===== config.mk =====
export PLATFORM = sky130hd
export DESIGN_NAME = keyframe_aligned_segmenter_flat
export DESIGN_NICKNAME = d
export VERILOG_FILES = /design/src/rtl/ksg_pkg.sv /design/src/rtl/ksg_if.sv /design/src/rtl/keyframe_aligned_segmenter.sv /design/src/flat_wrapper.sv
export SDC_FILE = /design/constraint.sdc
export NUM_CORES = 1
export LEC_CHECK = 0
export BUFFER_PORTS_ARGS = -buffer_cell sky130_fd_sc_hd__buf_2
export CAP_MARGIN = 0
export CELL_PAD_IN_SITES_DETAIL_PLACEMENT = 1
export CELL_PAD_IN_SITES_GLOBAL_PLACEMENT = 1
export CORE_MARGIN = 10
export CORE_UTILIZATION = 25
export DETAILED_ROUTE_END_ITERATION = 10
export PLACE_DENSITY_LB_ADDON = 0.1
export SLEW_MARGIN = 20
export SYNTH_ARGS = -nofsm -noshare
export SYNTH_HDL_FRONTEND = slang
export SYNTH_SLANG_ARGS = --single-unit

===== constraint.sdc =====
create_clock -name clk -period 10.6 [get_ports clk]
set_clock_uncertainty 0.1 [all_clocks]
set_input_delay 0.53 -clock clk [delete_from_list [all_inputs] [get_ports clk]]
set_output_delay 0.53 -clock clk [all_outputs]
set_load 0.005 [all_outputs]

===== src/rtl/ksg_pkg.sv =====
// ksg_pkg: shared types and constants for the keyframe aligned segmenter
// used by the channel interfaces and the top level; no dependencies

package ksg_pkg;

  // segments kept in the sliding window (1 to 255)
  localparam int unsigned WindowSegments = 8;
  localparam int unsigned FillW          = $clog2(WindowSegments + 1);

  localparam int unsigned PtsW   = 64;
  localparam int unsigned GapW   = 36;
  localparam int unsigned SegNumW  = 32;
  localparam int unsigned PartNumW = 16;
  localparam int unsigned SeqW     = 32;

  // configuration register indexes
  typedef enum logic [0:0] {
    CFG_SEGMENT_CUT_GAP = 1'b0,
    CFG_PART_MIN        = 1'b1
  } cfg_index_t;

  typedef struct packed {
    logic [PtsW-1:0] pts_ns;
    logic            is_keyframe;
  } in_item_t;

  typedef struct packed {
    logic                new_segment;
    logic [SegNumW-1:0]  segment_number;
    logic                new_part;
    logic [PartNumW-1:0] part_number;
    logic                part_independent;
    logic                closed_segment_valid;
    logic [PtsW-1:0]     closed_segment_duration;
    logic                closed_part_valid;
    logic [PtsW-1:0]     closed_part_duration;
    logic [SeqW-1:0]     media_sequence;
  } out_item_t;

endpackage


===== src/rtl/ksg_if.sv =====
// ksg_if: valid/ready channel interfaces for samples, results and register writes
// depends on ksg_pkg for the payload types

interface ksg_in_if
  import ksg_pkg::*;
();
  logic     valid;
  logic     ready;
  in_item_t data;

  modport source (output valid, output data, input ready);
  modport sink   (input valid, input data, output ready);
endinterface

interface ksg_out_if
  import ksg_pkg::*;
();
  logic      valid;
  logic      ready;
  out_item_t data;

  modport source (output valid, output data, input ready);
  modport sink   (input valid, input data, output ready);
endinterface

interface ksg_cfg_if
  import ksg_pkg::*;
();
  logic            valid;
  logic            ready;
  cfg_index_t      index;
  logic [GapW-1:0] data;

  modport source (output valid, output index, output data, input ready);
  modport sink   (input valid, input index, input data, output ready);
endinterface


===== src/rtl/keyframe_aligned_segmenter.sv =====
// keyframe_aligned_segmenter: cuts a stream of video samples into segments and parts
// depends on ksg_pkg and the channel interfaces in ksg_if.sv
//
// Usage:
//   in_ch carries one sample per request (timestamp in ns, keyframe flag). out_ch
//   returns exactly one result per sample, in order: segment/part open flags and
//   numbers, durations of a closed segment and part, and the media sequence number.
//   cfg_ch writes the cut gap (index 0) and the part minimum (index 1); it is always
//   ready and should only be written while no sample is in flight.
// Pipeline and throughput:
//   a sample is taken into the input register, and its result is then loaded into
//   the output register, from which out_ch presents it; while out_ch stalls, the
//   sample waits in the input register. One sample per cycle is sustained while out_ch is ready; the
//   limit is the 64 bit subtract and compare against the segment and part start times.
// Reset:
//   rst_n (synchronous, active low) empties both registers and returns the gaps and
//   all counters to their initial values; the first sample then opens segment 1.
// Stalls:
//   while out_ch is not ready the result holds, the input register still fills, and
//   in_ch drops ready only once both are occupied.

module keyframe_aligned_segmenter
  import ksg_pkg::*;
(
  input  logic              clk,
  input  logic              rst_n,
  ksg_in_if.sink            in_ch,
  ksg_out_if.source         out_ch,
  ksg_cfg_if.sink           cfg_ch
);

  // configuration registers
  logic [GapW-1:0]     seg_gap_r;
  logic [GapW-1:0]     part_min_r;

  // input register
  logic                s1_valid_r;
  in_item_t            s1_item_r;

  // segmenter state
  logic                have_seg_r,   have_seg_nxt;
  logic [PtsW-1:0]     seg_start_r,  seg_start_nxt;
  logic [PtsW-1:0]     part_start_r, part_start_nxt;
  logic [SegNumW-1:0]  seg_num_r,    seg_num_nxt;
  logic [PartNumW-1:0] part_num_r,   part_num_nxt;
  logic                part_indep_r, part_indep_nxt;
  logic [FillW-1:0]    fill_r,       fill_nxt;
  logic [SeqW-1:0]     mseq_r,       mseq_nxt;

  // output register
  logic                out_valid_r;
  out_item_t           out_item_r,   out_item_nxt;

  logic                advance;
  logic [PtsW-1:0]     seg_dist;
  logic [PtsW-1:0]     part_dist;
  logic                open_seg;
  logic                cut_seg;
  logic                open_part;

  // handshakes
  assign advance      = s1_valid_r && (!out_valid_r || out_ch.ready);
  assign in_ch.ready  = !s1_valid_r || advance;
  assign cfg_ch.ready = 1'b1;
  assign out_ch.valid = out_valid_r;
  assign out_ch.data  = out_item_r;

  // configuration writes
  always_ff @(posedge clk) begin
    if (!rst_n) begin
      seg_gap_r  <= GapW'(64'd2000000000);
      part_min_r <= GapW'(64'd200000000);
    end else if (cfg_ch.valid && cfg_ch.ready) begin
      case (cfg_ch.index)
        CFG_SEGMENT_CUT_GAP: seg_gap_r  <= cfg_ch.data;
        CFG_PART_MIN:        part_min_r <= cfg_ch.data;
        default: ;
      endcase
    end
  end

  // input register
  always_ff @(posedge clk) begin
    if (!rst_n) begin
      s1_valid_r <= 1'b0;
    end else if (in_ch.ready) begin
      s1_valid_r <= in_ch.valid;
    end
  end

  always_ff @(posedge clk) begin
    if (in_ch.valid && in_ch.ready) begin
      s1_item_r <= in_ch.data;
    end
  end

  // segment and part decisions
  always_comb begin
    seg_dist  = s1_item_r.pts_ns - seg_start_r;
    part_dist = s1_item_r.pts_ns - part_start_r;

    cut_seg   = have_seg_r && s1_item_r.is_keyframe &&
                (seg_dist > {{(PtsW-GapW){1'b0}}, seg_gap_r});
    open_seg  = !have_seg_r || cut_seg;
    open_part = open_seg || (part_dist >= {{(PtsW-GapW){1'b0}}, part_min_r});

    have_seg_nxt   = have_seg_r;
    seg_start_nxt  = seg_start_r;
    part_start_nxt = part_start_r;
    seg_num_nxt    = seg_num_r;
    part_num_nxt   = part_num_r;
    part_indep_nxt = part_indep_r;
    fill_nxt       = fill_r;
    mseq_nxt       = mseq_r;

    if (open_seg) begin
      have_seg_nxt  = 1'b1;
      seg_start_nxt = s1_item_r.pts_ns;
      seg_num_nxt   = seg_num_r + SegNumW'(1);
      if (fill_r < FillW'(WindowSegments)) begin
        fill_nxt = fill_r + FillW'(1);
      end else begin
        mseq_nxt = mseq_r + SeqW'(1);
      end
    end

    if (open_part) begin
      part_start_nxt = s1_item_r.pts_ns;
      part_indep_nxt = s1_item_r.is_keyframe;
      part_num_nxt   = open_seg ? '0 : part_num_r + PartNumW'(1);
    end

    out_item_nxt.new_segment             = open_seg;
    out_item_nxt.segment_number          = seg_num_nxt;
    out_item_nxt.new_part                = open_part;
    out_item_nxt.part_number             = part_num_nxt;
    out_item_nxt.part_independent        = part_indep_nxt;
    out_item_nxt.closed_segment_valid    = cut_seg;
    out_item_nxt.closed_segment_duration = cut_seg ? seg_dist : '0;
    out_item_nxt.closed_part_valid       = have_seg_r && open_part;
    out_item_nxt.closed_part_duration    = (have_seg_r && open_part) ? part_dist : '0;
    out_item_nxt.media_sequence          = mseq_nxt;
  end

  // state update on each sample that moves to the output
  always_ff @(posedge clk) begin
    if (!rst_n) begin
      have_seg_r   <= 1'b0;
      seg_start_r  <= '0;
      part_start_r <= '0;
      seg_num_r    <= '0;
      part_num_r   <= '1;
      part_indep_r <= 1'b0;
      fill_r       <= '0;
      mseq_r       <= SeqW'(1);
    end else if (advance) begin
      have_seg_r   <= have_seg_nxt;
      seg_start_r  <= seg_start_nxt;
      part_start_r <= part_start_nxt;
      seg_num_r    <= seg_num_nxt;
      part_num_r   <= part_num_nxt;
      part_indep_r <= part_indep_nxt;
      fill_r       <= fill_nxt;
      mseq_r       <= mseq_nxt;
    end
  end

  // output register
  always_ff @(posedge clk) begin
    if (!rst_n) begin
      out_valid_r <= 1'b0;
    end else if (advance) begin
      out_valid_r <= 1'b1;
    end else if (out_ch.ready) begin
      out_valid_r <= 1'b0;
    end
  end

  always_ff @(posedge clk) begin
    if (advance) begin
      out_item_r <= out_item_nxt;
    end
  end

endmodule


===== src/flat_wrapper.sv =====
// flat-port wrapper written by rule: the top's interface ports become plain ports
module keyframe_aligned_segmenter_flat import ksg_pkg::*;
  (clk, rst_n, in_ch_valid, in_ch_data, in_ch_ready, out_ch_valid, out_ch_data, out_ch_ready, cfg_ch_valid, cfg_ch_index, cfg_ch_data, cfg_ch_ready);
  ksg_in_if in_ch_i ();
  ksg_out_if out_ch_i ();
  ksg_cfg_if cfg_ch_i ();
  input  logic clk;
  input  logic rst_n;
  input wire logic [$bits(in_ch_i.valid)-1:0] in_ch_valid;
  input wire logic [$bits(in_ch_i.data)-1:0] in_ch_data;
  output wire logic [$bits(in_ch_i.ready)-1:0] in_ch_ready;
  output wire logic [$bits(out_ch_i.valid)-1:0] out_ch_valid;
  output wire logic [$bits(out_ch_i.data)-1:0] out_ch_data;
  input wire logic [$bits(out_ch_i.ready)-1:0] out_ch_ready;
  input wire logic [$bits(cfg_ch_i.valid)-1:0] cfg_ch_valid;
  input wire logic [$bits(cfg_ch_i.index)-1:0] cfg_ch_index;
  input wire logic [$bits(cfg_ch_i.data)-1:0] cfg_ch_data;
  output wire logic [$bits(cfg_ch_i.ready)-1:0] cfg_ch_ready;
  assign in_ch_i.valid = in_ch_valid;
  assign in_ch_i.data = in_ch_data;
  assign in_ch_ready = in_ch_i.ready;
  assign out_ch_valid = out_ch_i.valid;
  assign out_ch_data = out_ch_i.data;
  assign out_ch_i.ready = out_ch_ready;
  assign cfg_ch_i.valid = cfg_ch_valid;
  assign cfg_ch_i.index = cfg_ch_index;
  assign cfg_ch_i.data = cfg_ch_data;
  assign cfg_ch_ready = cfg_ch_i.ready;
  keyframe_aligned_segmenter u_core (.clk(clk), .rst_n(rst_n), .in_ch(in_ch_i), .out_ch(out_ch_i), .cfg_ch(cfg_ch_i));
endmodule

# Word-level counts from Yosys, hierarchy flattened

Index checks and enable logic that the tools add are counted.

Register bits after elaboration: 566
Input port bits: 107

Add/subtract/negate cells: 6
Order comparisons: 3
Multiplexer cells: 8
Bitwise gates (word level): 1
Reductions and logical operators: 18

Operators with widths:

| operator                                       | count |
|---|---|
| subtractor 64 bit                              | 2 |
| 2-to-1 mux 32 bit                              | 3 |
| adder 32 x 1 -> 32 bit (second input constant) | 2 |
| >= comparator 64 x 36 -> 1 bit                 | 1 |
| > comparator 64 x 36 -> 1 bit                  | 1 |
| 2-to-1 mux 16 bit                              | 2 |
| adder 16 x 1 -> 16 bit (second input constant) | 1 |
| AND reduction 2 bit                            | 4 |
| logical AND 1 bit                              | 5 |
| adder 4 x 1 -> 4 bit (second input constant)   | 1 |
| logical OR 1 bit                               | 4 |
| < comparator 4 bit (second input constant)     | 1 |
| zero test 1 bit                                | 3 |
| 2-to-1 mux 1 bit                               | 3 |
| AND reduction 3 bit                            | 1 |
| nonzero test 2 bit                             | 1 |
| inverter 1 bit                                 | 1 |

# Longest topological paths before layout

Gate-level depths: netlist (run 1).

Word-level depth: 6
Depth in mapped cells: 29
Mapped depth without buffers: 26

# Worst setup path after synthesis (run 1)

Ideal clock, no wire load.

Kind: in2reg
Start: in out_ch_ready
End: reg u_core.part_num_r[10]
Arrival time: 8012 ps
Slack: 2363 ps
Cell stages on the path: 7
Path through: nor2b_1 nand2b_1 clkbuf_1 inv_1 clkbuf_1 o21ai_0 a221o_1

Longest elaborated chain between the ends: 2

Ends and longest elaborated chain:

| item                 | line                              | source |
|---|---|---|
| from (decl)          | flat_wrapper.sv:14                | `input wire logic [$bits(out_ch_i.ready)-1:0] out_ch_ready;` |
| logical OR 1 bit     | keyframe_aligned_segmenter.sv:62  | `assign advance = s1_valid_r && (!out_valid_r \|\| out_ch.ready);` |
| logical AND 1 bit    | keyframe_aligned_segmenter.sv:62  |  |
| via u_core.advance   | keyframe_aligned_segmenter.sv:54  | `logic advance;` |
| to (signal assigned) | keyframe_aligned_segmenter.sv:161 | `part_num_r <= part_num_nxt;` |
| to (decl)            | keyframe_aligned_segmenter.sv:45  | `logic [PartNumW-1:0] part_num_r, part_num_nxt;` |

The timed path passes the listed nets, and every way through them passes these cells.
A chain may end at the register's enable or synchronous reset.

# Final worst setup path (run 1)

Start: reg u_core.s1_item_r[1] in the netlist's numbering
End: reg u_core.mseq_r[6]

Longest elaborated chain between the ends: 5

Ends and longest elaborated chain:

| item                          | line                              | source |
|---|---|---|
| from (decl)                   | keyframe_aligned_segmenter.sv:38  | `in_item_t s1_item_r;` |
| from (signal assigned)        | keyframe_aligned_segmenter.sv:93  | `s1_item_r <= in_ch.data;` |
| subtractor 64 bit             | keyframe_aligned_segmenter.sv:99  | `seg_dist = s1_item_r.pts_ns - seg_start_r;` |
| via u_core.seg_dist[30]       | keyframe_aligned_segmenter.sv:55  | `logic [PtsW-1:0] seg_dist;` |
| > comparator 64 x 36 -> 1 bit | keyframe_aligned_segmenter.sv:103 | `(seg_dist > {{(PtsW-GapW){1'b0}}, seg_gap_r});` |
| logical AND 1 bit             | keyframe_aligned_segmenter.sv:102 | `cut_seg = have_seg_r && s1_item_r.is_keyframe &&` |
| logical OR 1 bit              | keyframe_aligned_segmenter.sv:104 | `open_seg = !have_seg_r \|\| cut_seg;` |
| 2-to-1 mux 32 bit             | keyframe_aligned_segmenter.sv:116 | `if (open_seg) begin` |
| to (signal assigned)          | keyframe_aligned_segmenter.sv:155 | `mseq_r <= SeqW'(1);` |
| to (signal assigned)          | keyframe_aligned_segmenter.sv:164 | `mseq_r <= mseq_nxt;` |
| to (decl)                     | keyframe_aligned_segmenter.sv:48  | `logic [SeqW-1:0] mseq_r, mseq_nxt;` |

The timed path passes the listed nets, and every way through them passes these cells.

==> results.py, run 1 <==
metrics = {
    "cts": {
        "h-tree-depth": 3,
        "postCtsSetupRepairBufs": 0,
        "cts_tree": "built",
        "clk_pin_slew_ns": 0.06,
        "clock_path_buffers": 3,
        "numClockSinks": 566,
        "clkLatencyLatePin_ns": 0.69,
        "cts_inserted_buffers": 74,
        "clockRootBuffer": "clkbuf_16",
    },
    "detailed_routing": {
        "drtIter0Drc": 1509,
        "drt_pass1_iterations": 5,
        "vias_per_cell": 4.87,
        "vias": 28708,
        "ant_nets": 0,
        "drcViolationCount": 0,
        "wl_um": 138000,
        "wl_per_cell_um": 23.4,
    },
    "cells_and_area": {
        "layout_common_cells": "522 x nand2_1, 349 x a21oi_1, 320 x buf_2",
        "layout_commonest_cell": "nand2_1",
        "multiInputGateArea_um2": 17200,
        "fin_nets": 4389,
        "drive_gt1_share_pct": 12.8,
        "syn_to_final_growth_pct": 19.7,
        "fin_area_um2": 39600,
        "antenna_cells": 0,
        "regArea_um2": 14100,
        "nFillCells": 15404,
    },
    "sta": {
        "setup_viol_count_final": 0,
        "rsz0062_at_grt": "false",
        "finalMaxSlewViolations": 0,
        "setup_slack_ns": 2.83,
        "tightest_slew_ns": 1.20,
        "slew_headroom_pct": 19.6,
        "period_needed_ns": 7.77,
        "hold_viol_final": 0,
        "min_period_over_period_pct": 73.3,
        "fmax_mhz": 129,
        "setup_tns_ns": 0,
    },
    "global_route": {
        "grt_max_degree": 109,
        "grt_antenna_before_repair": 1,
        "grt_use_total_pct": 18.2,
        "grt_pass1_vias": 30210,
        "grt_pass1_wl_um": 203000,
        "grt-ovfl-total": 0,
    },
    "job": {
        "max-cap-violations": 0,
    },
    "placement": {
        "postPlaceCellArea_um2": 36300,
        "pre_cts_slack_ns": 2.85,
        "dp_hpwl_um": 107000,
        "place.gp.congestion": 0.878,
        "port_buffers": 321,
    },
    "logic_synthesis": {
        "synth-edff-count": 278,
        "yosysWarnings": 0,
        "yosysTopAreaCellShare_pct": 25.3,
        "synth.avg_cell_area_um2": 8.75,
        "synth_top_cell_by_area": "edfxtp_1",
        "synth_area_um2": 33000,
        "synth_cell_type_count": 91,
        "synth_seq_area_share_pct": 42.7,
        "ys_top_cells_by_area": "edfxtp_1 25%, dfxtp_1 17%, ha_1 7.6%",
        "syn-num-nets": 4086,
        "ys_ff_latch": 566,
        "synthFlopType": "dfxtp_1",
        "synth-async-reset-ratio_pct": 0,
        "netlist_instances": 3775,
    },
    "critical_path": {
        "crit_arrival_ns": 8.25,
        "crit_required_ns": 11.08,
        "end_kind": "flip-flop",
        "cp_max_fo": 56,
        "start_kind": "flip-flop",
        "path_class": "flip-flop to flip-flop",
    },
    "floorplan": {
        "die_x_um": 384,
        "coreArea_um2": 131000,
        "row_count": 133,
        "die_height_um": 384,
        "dieArea_um2": 147000,
        "initial_core_util_pct": 25.1,
        "io_pins": 323,
    },
    "run_status": {
        "status": "finished clean",
    },
    "power_and_ir_drop": {
        "ir_drop_mv": 0.0952,
        "power.total_mw": 6.42,
        "p_leak_nw": 14.8,
        "p_per_area_nw_per_um2": 162,
    },
    "min_path": {
        "hold_class": "input pin to flip-flop",
    },
}
==> routing by layer <==
| layer | vias up | track usage, % | share of wire (%) |
|---|---|---|---|
| met5 | - | 0 | 0 |
| li1 | 14036 | - | - |
| met3 | 173 | 2.90 | 3.2 |
| met4 | 0 | 5.86 | 3.2 |
| met2 | 469 | 29.2 | 45 |
| met1 | 14030 | 24.9 | 49 |
==> area by class of cell <==
| type | count | share of cell area, % |
|---|---|---|
| Sequential cell | 566 | 35.7 |
| Multi-Input combinational cell | 2751 | 43.4 |
| Clock inverter | 43 | 1.11 |
| Tap cell | 1755 | 5.55 |
| Timing Repair Buffer | 425 | 6.55 |
| Inverter | 260 | 2.51 |
| Clock buffer | 94 | 5.16 |
==> final timing paths <==
check	startpoint	end	slack, ns	cells past startpoint
min reg2reg	u_core.seg_start_r[27]	u_core.seg_start_r[27]	0.35	2
max reg2reg	u_core.s1_item_r[1]	u_core.mseq_r[6]	2.83	25
min	cfg_ch_data[28]	u_core.part_min_r[28]	0.06	3
max	u_core.s1_item_r[1]	u_core.mseq_r[6]	2.83	25
==> critical path, cell delays in order, from the launching register on <==
cell and delay [ns]:
edfxtp_1 0.38, inv_1 0.08, ha_1 0.22, inv_1 0.08, fa_1 0.20, a21oi_1 0.11, o21ai_0 0.25, a311oi_1 0.15
buf_4 0.19, nor4_1 0.76, nor2_1 0.28, o21ai_0 0.38, xor2_1 0.18, ha_1 0.33, nand4_1 0.15, nor4_1 0.38
o311ai_0 0.24, a31oi_1 0.45, or2_2 0.19, nor4b_1 0.04, and4_1 0.21, a21oi_4 0.52, buf_4 0.64, nand2b_1 0.41
or4_1 0.56, a21oi_1 0.15
==> cell usage after synthesis (all sizes together), types with 44 or more instances <==
| cell type | instances |
|---|---|
| nand2 | 523 |
| a21oi | 356 |
| dfxtp | 288 |
| edfxtp | 278 |
| nor2 | 263 |
| inv | 260 |
| ha | 202 |
| o21ai | 195 |
| clkbuf | 144 |
| nand3 | 134 |
| xnor2 | 124 |
| nand4 | 96 |
| xor2 | 88 |
| o31ai | 81 |
| and2 | 77 |
| nor3 | 56 |
| buf | 54 |
| a21o | 53 |
| and3 | 48 |
| o211ai | 44 |
==> metrics by stage <==
step / hold WS, ns / std cells / util [%]
3_3_place_gp: 0.343 / 5676 / 27.6
5_1_grt: 0.0225 / 5894 / 30.1
3_5_place_dp: 0.348 / 5676 / 27.6
2_1_floorplan: 0.336 / 3775 / -
4_1_cts: 0.00170 / 5894 / 30.1
6_report: 0.0635 / 5894 / 30.1
==> report_power, final <==
part	switching [mW]	internal, mW
Clock	1.07	1.54
Sequential	0.0685	2.41
Combinational	0.884	0.449
==> cells by family (layout without fill, tap and decap cells) <==
family                     count (synthesis)  after routing  synth area share [%]
muxes                                     12             12                 0.371
adders and majority gates                204            204                  7.77
other                                      1              1                0.0113
xor gates and xnor gates                 212            212                  5.62
AOI/OAI and AO/OA                        939            939                  18.1
buffers and inverters                    458            822                  5.48
DFF                                      566            566                  42.7
and+or+nand+nor                         1383           1383                  20.0
==> flip-flops by register name, summed over array words and instances (netlist names) <==
signal	count
u_core.out_ch.data	213
u_core.s1_item_r	65
u_core.part_start_r	64
u_core.seg_start_r	64
u_core.part_min_r	36
u_core.seg_gap_r	36
u_core.mseq_r	32
u_core.seg_num_r	32
u_core.part_num_r	16
u_core.fill_r	4
u_core.have_seg_r	1
u_core.out_ch.valid	1
u_core.part_indep_r	1
u_core.s1_valid_r	1
==> timing repair <==
item                                   in CTS  in global routing
setup endpoints to repair                   0                  0
hold buffers                               81                  0
resized for setup                           0                  0
endpoints found under the hold margin      91                  0
Note: power is estimated with default switching activity, not from simulation.
==> inputs of run 2 (changes only) <==
- clock period: 10.6 -> 7.05 ns (I/O delays scaled with it)
==> run 2 against run 1 <==
Compared with the run above:
- first-iteration DRC count fell by 5.4%
- sequential power grew 51%
- via count rose by 1.7%
- hold slack better by 0.21 ns
- cell area rose by 2.5%
- wire length up 0.50%
- total power grew 53%
- count of clock-buffer cells in the layout shrank 3
- register-to-register slack got worse by 2.5 ns
- final cell count rose by 1.4%
- fmax rose by 16%
- critical path type unchanged
- largest power group unchanged
- highest routed layer unchanged
==> results.py, run 2 (synthesis gave the netlist of run 1 again) <==
metrics = {
    "critical_path": {
        "r2r-start": "u_core.s1_item_r[2]",
        "crit_arrival_ns": 7.17,
        "start_kind": "flip-flop",
        "path_class": "flip-flop to flip-flop",
        "r2r-end": "u_core.part_num_r[3]",
        "crit_required_ns": 7.56,
        "r2r_cells": 24,
        "reg2reg_slack_ns": 0.38,
        "end_kind": "flip-flop",
        "cp_max_fo": 28,
    },
    "power_and_ir_drop": {
        "internal-power_mw": 6.76,
        "p_switching_mw": 3.05,
        "comb_power_share_pct": 21.1,
        "p_per_area_nw_per_um2": 242,
        "ir_drop_mv": 0.141,
        "power.total_mw": 9.82,
        "p_clk_share_pct": 41.0,
        "power_frac_seq_pct": 38.0,
        "netSwitchingFraction_pct": 31.1,
        "p_leak_nw": 15.2,
    },
    "cts": {
        "clockRootBuffer": "clkbuf_16",
        "clock_path_buffers": 3,
        "numClockSinks": 566,
        "clk_pin_slew_ns": 0.06,
        "cts_tree": "built",
        "clkLatencyLatePin_ns": 0.69,
        "h-tree-depth": 3,
        "cts_inserted_buffers": 74,
    },
    "cells_and_area": {
        "fin_area_um2": 40600,
        "final_cells": 5977,
        "syn_to_final_growth_pct": 22.7,
        "drive_gt1_share_pct": 14.0,
        "layout_common_cells": "522 x nand2_1, 347 x a21oi_1, 320 x buf_2",
        "fin_util_pct": 30.8,
        "layout_commonest_cell": "nand2_1",
        "nFillCells": 15365,
        "largest_register_ffs": 213,
        "fin_nets": 4470,
    },
    "sta": {
        "finalMaxSlewViolations": 0,
        "period_needed_ns": 6.67,
        "fmax_mhz": 150,
        "hold_viol_final": 0,
        "min_period_over_period_pct": 94.6,
        "slew_headroom_pct": 25.4,
        "setup_tns_ns": 0,
        "holdWs_ns": 0.278,
        "tightest_slew_ns": 1.12,
        "setup_viol_count_final": 0,
        "setup_slack_ns": 0.382,
        "rsz0062_at_grt": "false",
    },
    "floorplan": {
        "die_x_um": 384,
        "coreArea_um2": 131000,
        "dieArea_um2": 147000,
        "io_pins": 323,
        "initial_core_util_pct": 25.1,
        "die_height_um": 384,
        "row_count": 133,
    },
    "global_route": {
        "grt-ovfl-total": 0,
        "grt_pass1_wl_um": 204000,
        "grt_pass1_vias": 30625,
        "grt_util_met3_pct": 2.49,
        "grt_antenna_before_repair": 3,
        "use_met2_pct": 29.1,
        "grt-busiest-layer": "met2",
        "grt_max_degree": 156,
        "grt_use_met1_pct": 25.1,
        "grt_use_total_pct": 18.3,
    },
    "min_path": {
        "hold_class": "input pin to flip-flop",
        "hold_end": "u_core.s1_item_r[25]",
        "min_from": "in_ch_data[25]",
        "hold_depth": 2,
    },
    "job": {
        "max-cap-violations": 0,
    },
    "detailed_routing": {
        "vias": 29199,
        "drcViolationCount": 0,
        "vias_per_cell": 4.89,
        "drt_pass1_iterations": 5,
        "ant_nets": 0,
        "wl_um": 139000,
        "wl_per_cell_um": 23.2,
        "drtIter0Drc": 1427,
    },
    "placement": {
        "port_buffers": 321,
        "place_inst": 5725,
        "place.gp.congestion": 0.881,
        "pre_cts_slack_ns": 0.197,
        "dp_hpwl_um": 108000,
        "postPlaceCellArea_um2": 36800,
    },
    "run_status": {
        "status": "finished clean",
    },
}
==> run 2: changes by cell type in the layout (fill, tap and decap cells not counted), sizes merged <==
cell,before,now
buf,344,396
bufinv,7,9
clkbuf,94,91
clkinv,27,31
diode,0,1
dlygate4sd3,81,110
inv,267,265
==> run 2: final cells by class <==
type / count / area, µm² / share of cell area, %
diodes: 1 / 2.50 / 0.00617
clock buffers: 91 / 2060 / 5.07
clock inverters: 47 / 536 / 1.32
inverters: 260 / 991 / 2.44
multi-input cells: 2751 / 17200 / 42.5
flip-flops and latches: 566 / 14100 / 34.8
well taps: 1755 / 2200 / 5.41
repair buffers: 506 / 3440 / 8.48
==> run 2: power groups by stage <==
| stage | clock (mW) | combinational (mW) | sequential [mW] |
|---|---|---|---|
| 2_1_floorplan | 0 | 1.24 | 3.76 |
| 3_3_place_gp | 0 | 2.02 | 3.80 |
| 3_5_place_dp | 0 | 2.02 | 3.80 |
| 4_1_cts | 4.18 | 2.08 | 3.73 |
| 5_1_grt | 4.30 | 2.29 | 3.74 |
| 6_report | 4.02 | 2.07 | 3.73 |
==> run 2: worst max-delay path by stage <==
stage	startpoint	end	slack (ns)	cells past startpoint
final	u_core.s1_item_r[2]	u_core.part_num_r[3]	0.38	24
after global routing	u_core.s1_item_r[2]	u_core.part_num_r[3]	0.02	24
after CTS	u_core.s1_item_r[1]	u_core.mseq_r[8]	0.20	25
after detailed placement	u_core.s1_item_r[1]	u_core.mseq_r[8]	0.20	25
after global placement	u_core.s1_item_r[20]	u_core.out_ch.data[177]	0.34	21
after floorplan	u_core.s1_item_r[1]	u_core.out_ch.data[133]	1.26	26
==> run 2: metal layers <==
layer	part of all wire, %	vias to the layer above	wire length, µm
li1	-	14201	-
met1	48	14364	67100
met2	45	468	62300
met3	3.3	166	4540
met4	3.4	0	4780
met5	0	-	0
==> run 2: critical path, stage by stage (launching register included) <==
cell and delay (ns):
edfxtp_1 0.52, ha_1 0.33, nor2b_1 0.16, o2111ai_1 0.25, a2111o_1 0.56, a31o_2 0.32, and2_1 0.22, o21ai_0 0.21
xor2_1 0.33, ha_1 0.31, a21o_1 0.18, a21o_1 0.19, a21oi_1 0.14, nor2_1 0.06, a2111oi_0 0.35, a31oi_1 0.28
or2_2 0.35, nor4b_1 0.27, and4_2 0.33, a21oi_4 0.08, buf_12 0.19, buf_4 0.22, nand2b_1 0.28, o31a_1 0.31
o21ai_0 0.06
==> run 2: what timing repair did <==
| action | 4_1_cts | 5_1_grt |
|---|---|---|
| setup buffers | 0 | 3 |
| hold buffers | 110 | 0 |
| endpoints found under the setup margin | 0 | 114 |
| gates resized for setup | 0 | 10 |
| hold endpoints to repair | 152 | 0 |
==> inputs of run 3 (changes only) <==
- CTS_BUF_LIST: unset -> sky130_fd_sc_hd__clkbuf_8
==> run 3 against run 2 <==
Compared with the run above:
- flip-flop and latch count is the same
- sequential power is essentially flat
- clock power shrank 15%
- combinational power is essentially flat
- fmax shrank 0.41%
- utilization shrank 0.22 points
- non-clock buffer count grew 5
- highest routed layer unchanged
==> results.py, run 3 (synthesis gave the netlist of run 1 again) <==
metrics = {
    "run_status": {
        "status": "finished clean",
    },
    "critical_path": {
        "start_kind": "flip-flop",
        "cp_max_fo": 53,
        "path_class": "flip-flop to flip-flop",
        "crit_arrival_ns": 7.27,
        "crit_path_cell_trace": "ha_1 > nor2b_1 > o2111ai_1 > a2111o_1 > a31o_2 > and2_1 > o21ai_0 > xor2_1 > ha_1 > a21o_1 > a21o_1 > a21oi_1 > nor2_1 > a2111oi_0 > a31oi_1 > or2_2 > nor4b_1 > and4_2 > a21oi_4 > buf_12 > o21a_4 > buf_12 > nand3_1 > o31ai_1",
        "end_kind": "flip-flop",
        "cpMaxStageDelayCell": "a2111o_1",
        "crit_required_ns": 7.63,
        "cp_slowest_stage_delay_ns": 0.56,
    },
    "cells_and_area": {
        "fin_util_pct": 30.6,
        "layout_commonest_cell": "nand2_1",
        "syn_to_final_growth_pct": 21.8,
        "drive_gt1_share_pct": 14.5,
        "layout_common_cells": "522 x nand2_1, 347 x a21oi_1, 320 x buf_2",
        "fin_area_um2": 40300,
        "fin_nets": 4512,
        "largest_register_ffs": 213,
    },
    "global_route": {
        "grt_use_total_pct": 18.4,
        "grt_max_degree": 156,
        "grt_pass1_vias": 30975,
        "grt_antenna_before_repair": 4,
        "grt-ovfl-total": 0,
        "grt_pass1_wl_um": 206000,
    },
    "power_and_ir_drop": {
        "p_per_area_nw_per_um2": 229,
        "ir_drop_mv": 0.130,
        "p_leak_nw": 15.3,
        "power.total_mw": 9.22,
    },
    "cts": {
        "cts_tree": "built",
        "clockRootBuffer": "clkbuf_8",
        "h-tree-depth": 3,
        "numClockSinks": 566,
        "clk_pin_slew_ns": 0.06,
        "cts_inserted_buffers": 111,
        "clock_path_buffers": 3,
        "clkLatencyLatePin_ns": 0.85,
    },
    "detailed_routing": {
        "top_layer_used": "met4",
        "met1_length_um": 67200,
        "drt_pass1_iterations": 5,
        "drtIter0Drc": 1424,
        "wl_per_cell_um": 23.1,
        "ant_nets": 0,
        "vias": 29470,
        "wl_met2_um": 62400,
        "wl_um": 140000,
        "wl_met3_um": 4920,
        "drcViolationCount": 0,
        "vias_per_cell": 4.87,
    },
    "min_path": {
        "hold_class": "input pin to flip-flop",
    },
    "sta": {
        "setup_viol_count_final": 0,
        "tightest_slew_ns": 1.05,
        "fmax_mhz": 149,
        "slew_headroom_pct": 29.7,
        "period_needed_ns": 6.69,
        "setup_tns_ns": 0,
        "rsz0062_at_grt": "false",
        "finalMaxSlewViolations": 0,
        "holdWs_ns": 0.118,
        "hold_viol_final": 0,
        "min_period_over_period_pct": 95.0,
    },
    "floorplan": {
        "die_x_um": 384,
        "io_pins": 323,
        "row_count": 133,
        "die_height_um": 384,
        "initial_core_util_pct": 25.1,
        "coreArea_um2": 131000,
        "dieArea_um2": 147000,
    },
    "job": {
        "max-cap-violations": 0,
    },
    "placement": {
        "postPlaceCellArea_um2": 36800,
        "place.gp.congestion": 0.881,
        "port_buffers": 321,
        "dp_hpwl_um": 108000,
    },
}
-- run 3: final cells by class --
cell class                      instances  area (µm²)
Clock buffer                          122        1680
Tap cell                             1755        2200
Timing Repair Buffer                  511        3490
Fill cell                           15451       91200
Antenna cell                            2        5.00
Inverter                              260         991
Sequential cell                       566       14100
Clock inverter                         87         568
Multi-Input combinational cell       2751       17200
-- run 3: final timing paths --
check	start	slack [ns]	cells after the start	endpoint
max reg2reg	u_core.s1_item_r[2]	0.36	24	u_core.part_start_r[8]
min	in_ch_data[25]	0.12	2	u_core.s1_item_r[25]
min reg2reg	u_core.seg_start_r[29]	0.35	2	u_core.seg_start_r[29]
max	u_core.s1_item_r[2]	0.36	24	u_core.part_start_r[8]
-- run 3: per-layer routing --
metal  vias to the layer above  global-route usage, %
met2                       546                   29.2
met3                       189                   2.71
met5                         -                      0
met1                     14428                   25.2
li1                      14307                      -
met4                         0                   7.08
-- run 3: stage by stage --
step	worst slack (ns)	instances
after floorplan	1.26	3775
after global placement	0.341	5725
after global routing	0.0100	6054
after detailed placement	0.197	5725
after CTS	0.179	6049
final	0.355	6054
-- run 3: power by group --
part | switching, mW | total [mW] | leakage [nW] | internal [mW]
clock network | 1.60 | 3.42 | 1.32 | 1.83
logic | 1.34 | 2.07 | 8.98 | 0.727
registers | 0.110 | 3.73 | 5.00 | 3.62
total | 3.05 | 9.22 | 15.3 | 6.17
-- run 3: timing repair --
item | in CTS | in global routing
gates resized for setup | 0 | 10
hold endpoints to repair | 182 | 0
hold buffers | 115 | 0
buffers inserted | 0 | 3
setup endpoints to repair | 0 | 126
-- run 3: critical path: cells and delay by family, from the launching register on --
kind | cells | cell delay (ns)
buffers and inverters | 2 | 0.41
adder cells (fa/ha/maj) | 2 | 0.64
flip-flops | 1 | 0.52
AO/OA/AOI/OAI | 12 | 2.96
XOR/XNOR | 1 | 0.33
AND/OR/NAND/NOR | 7 | 1.51
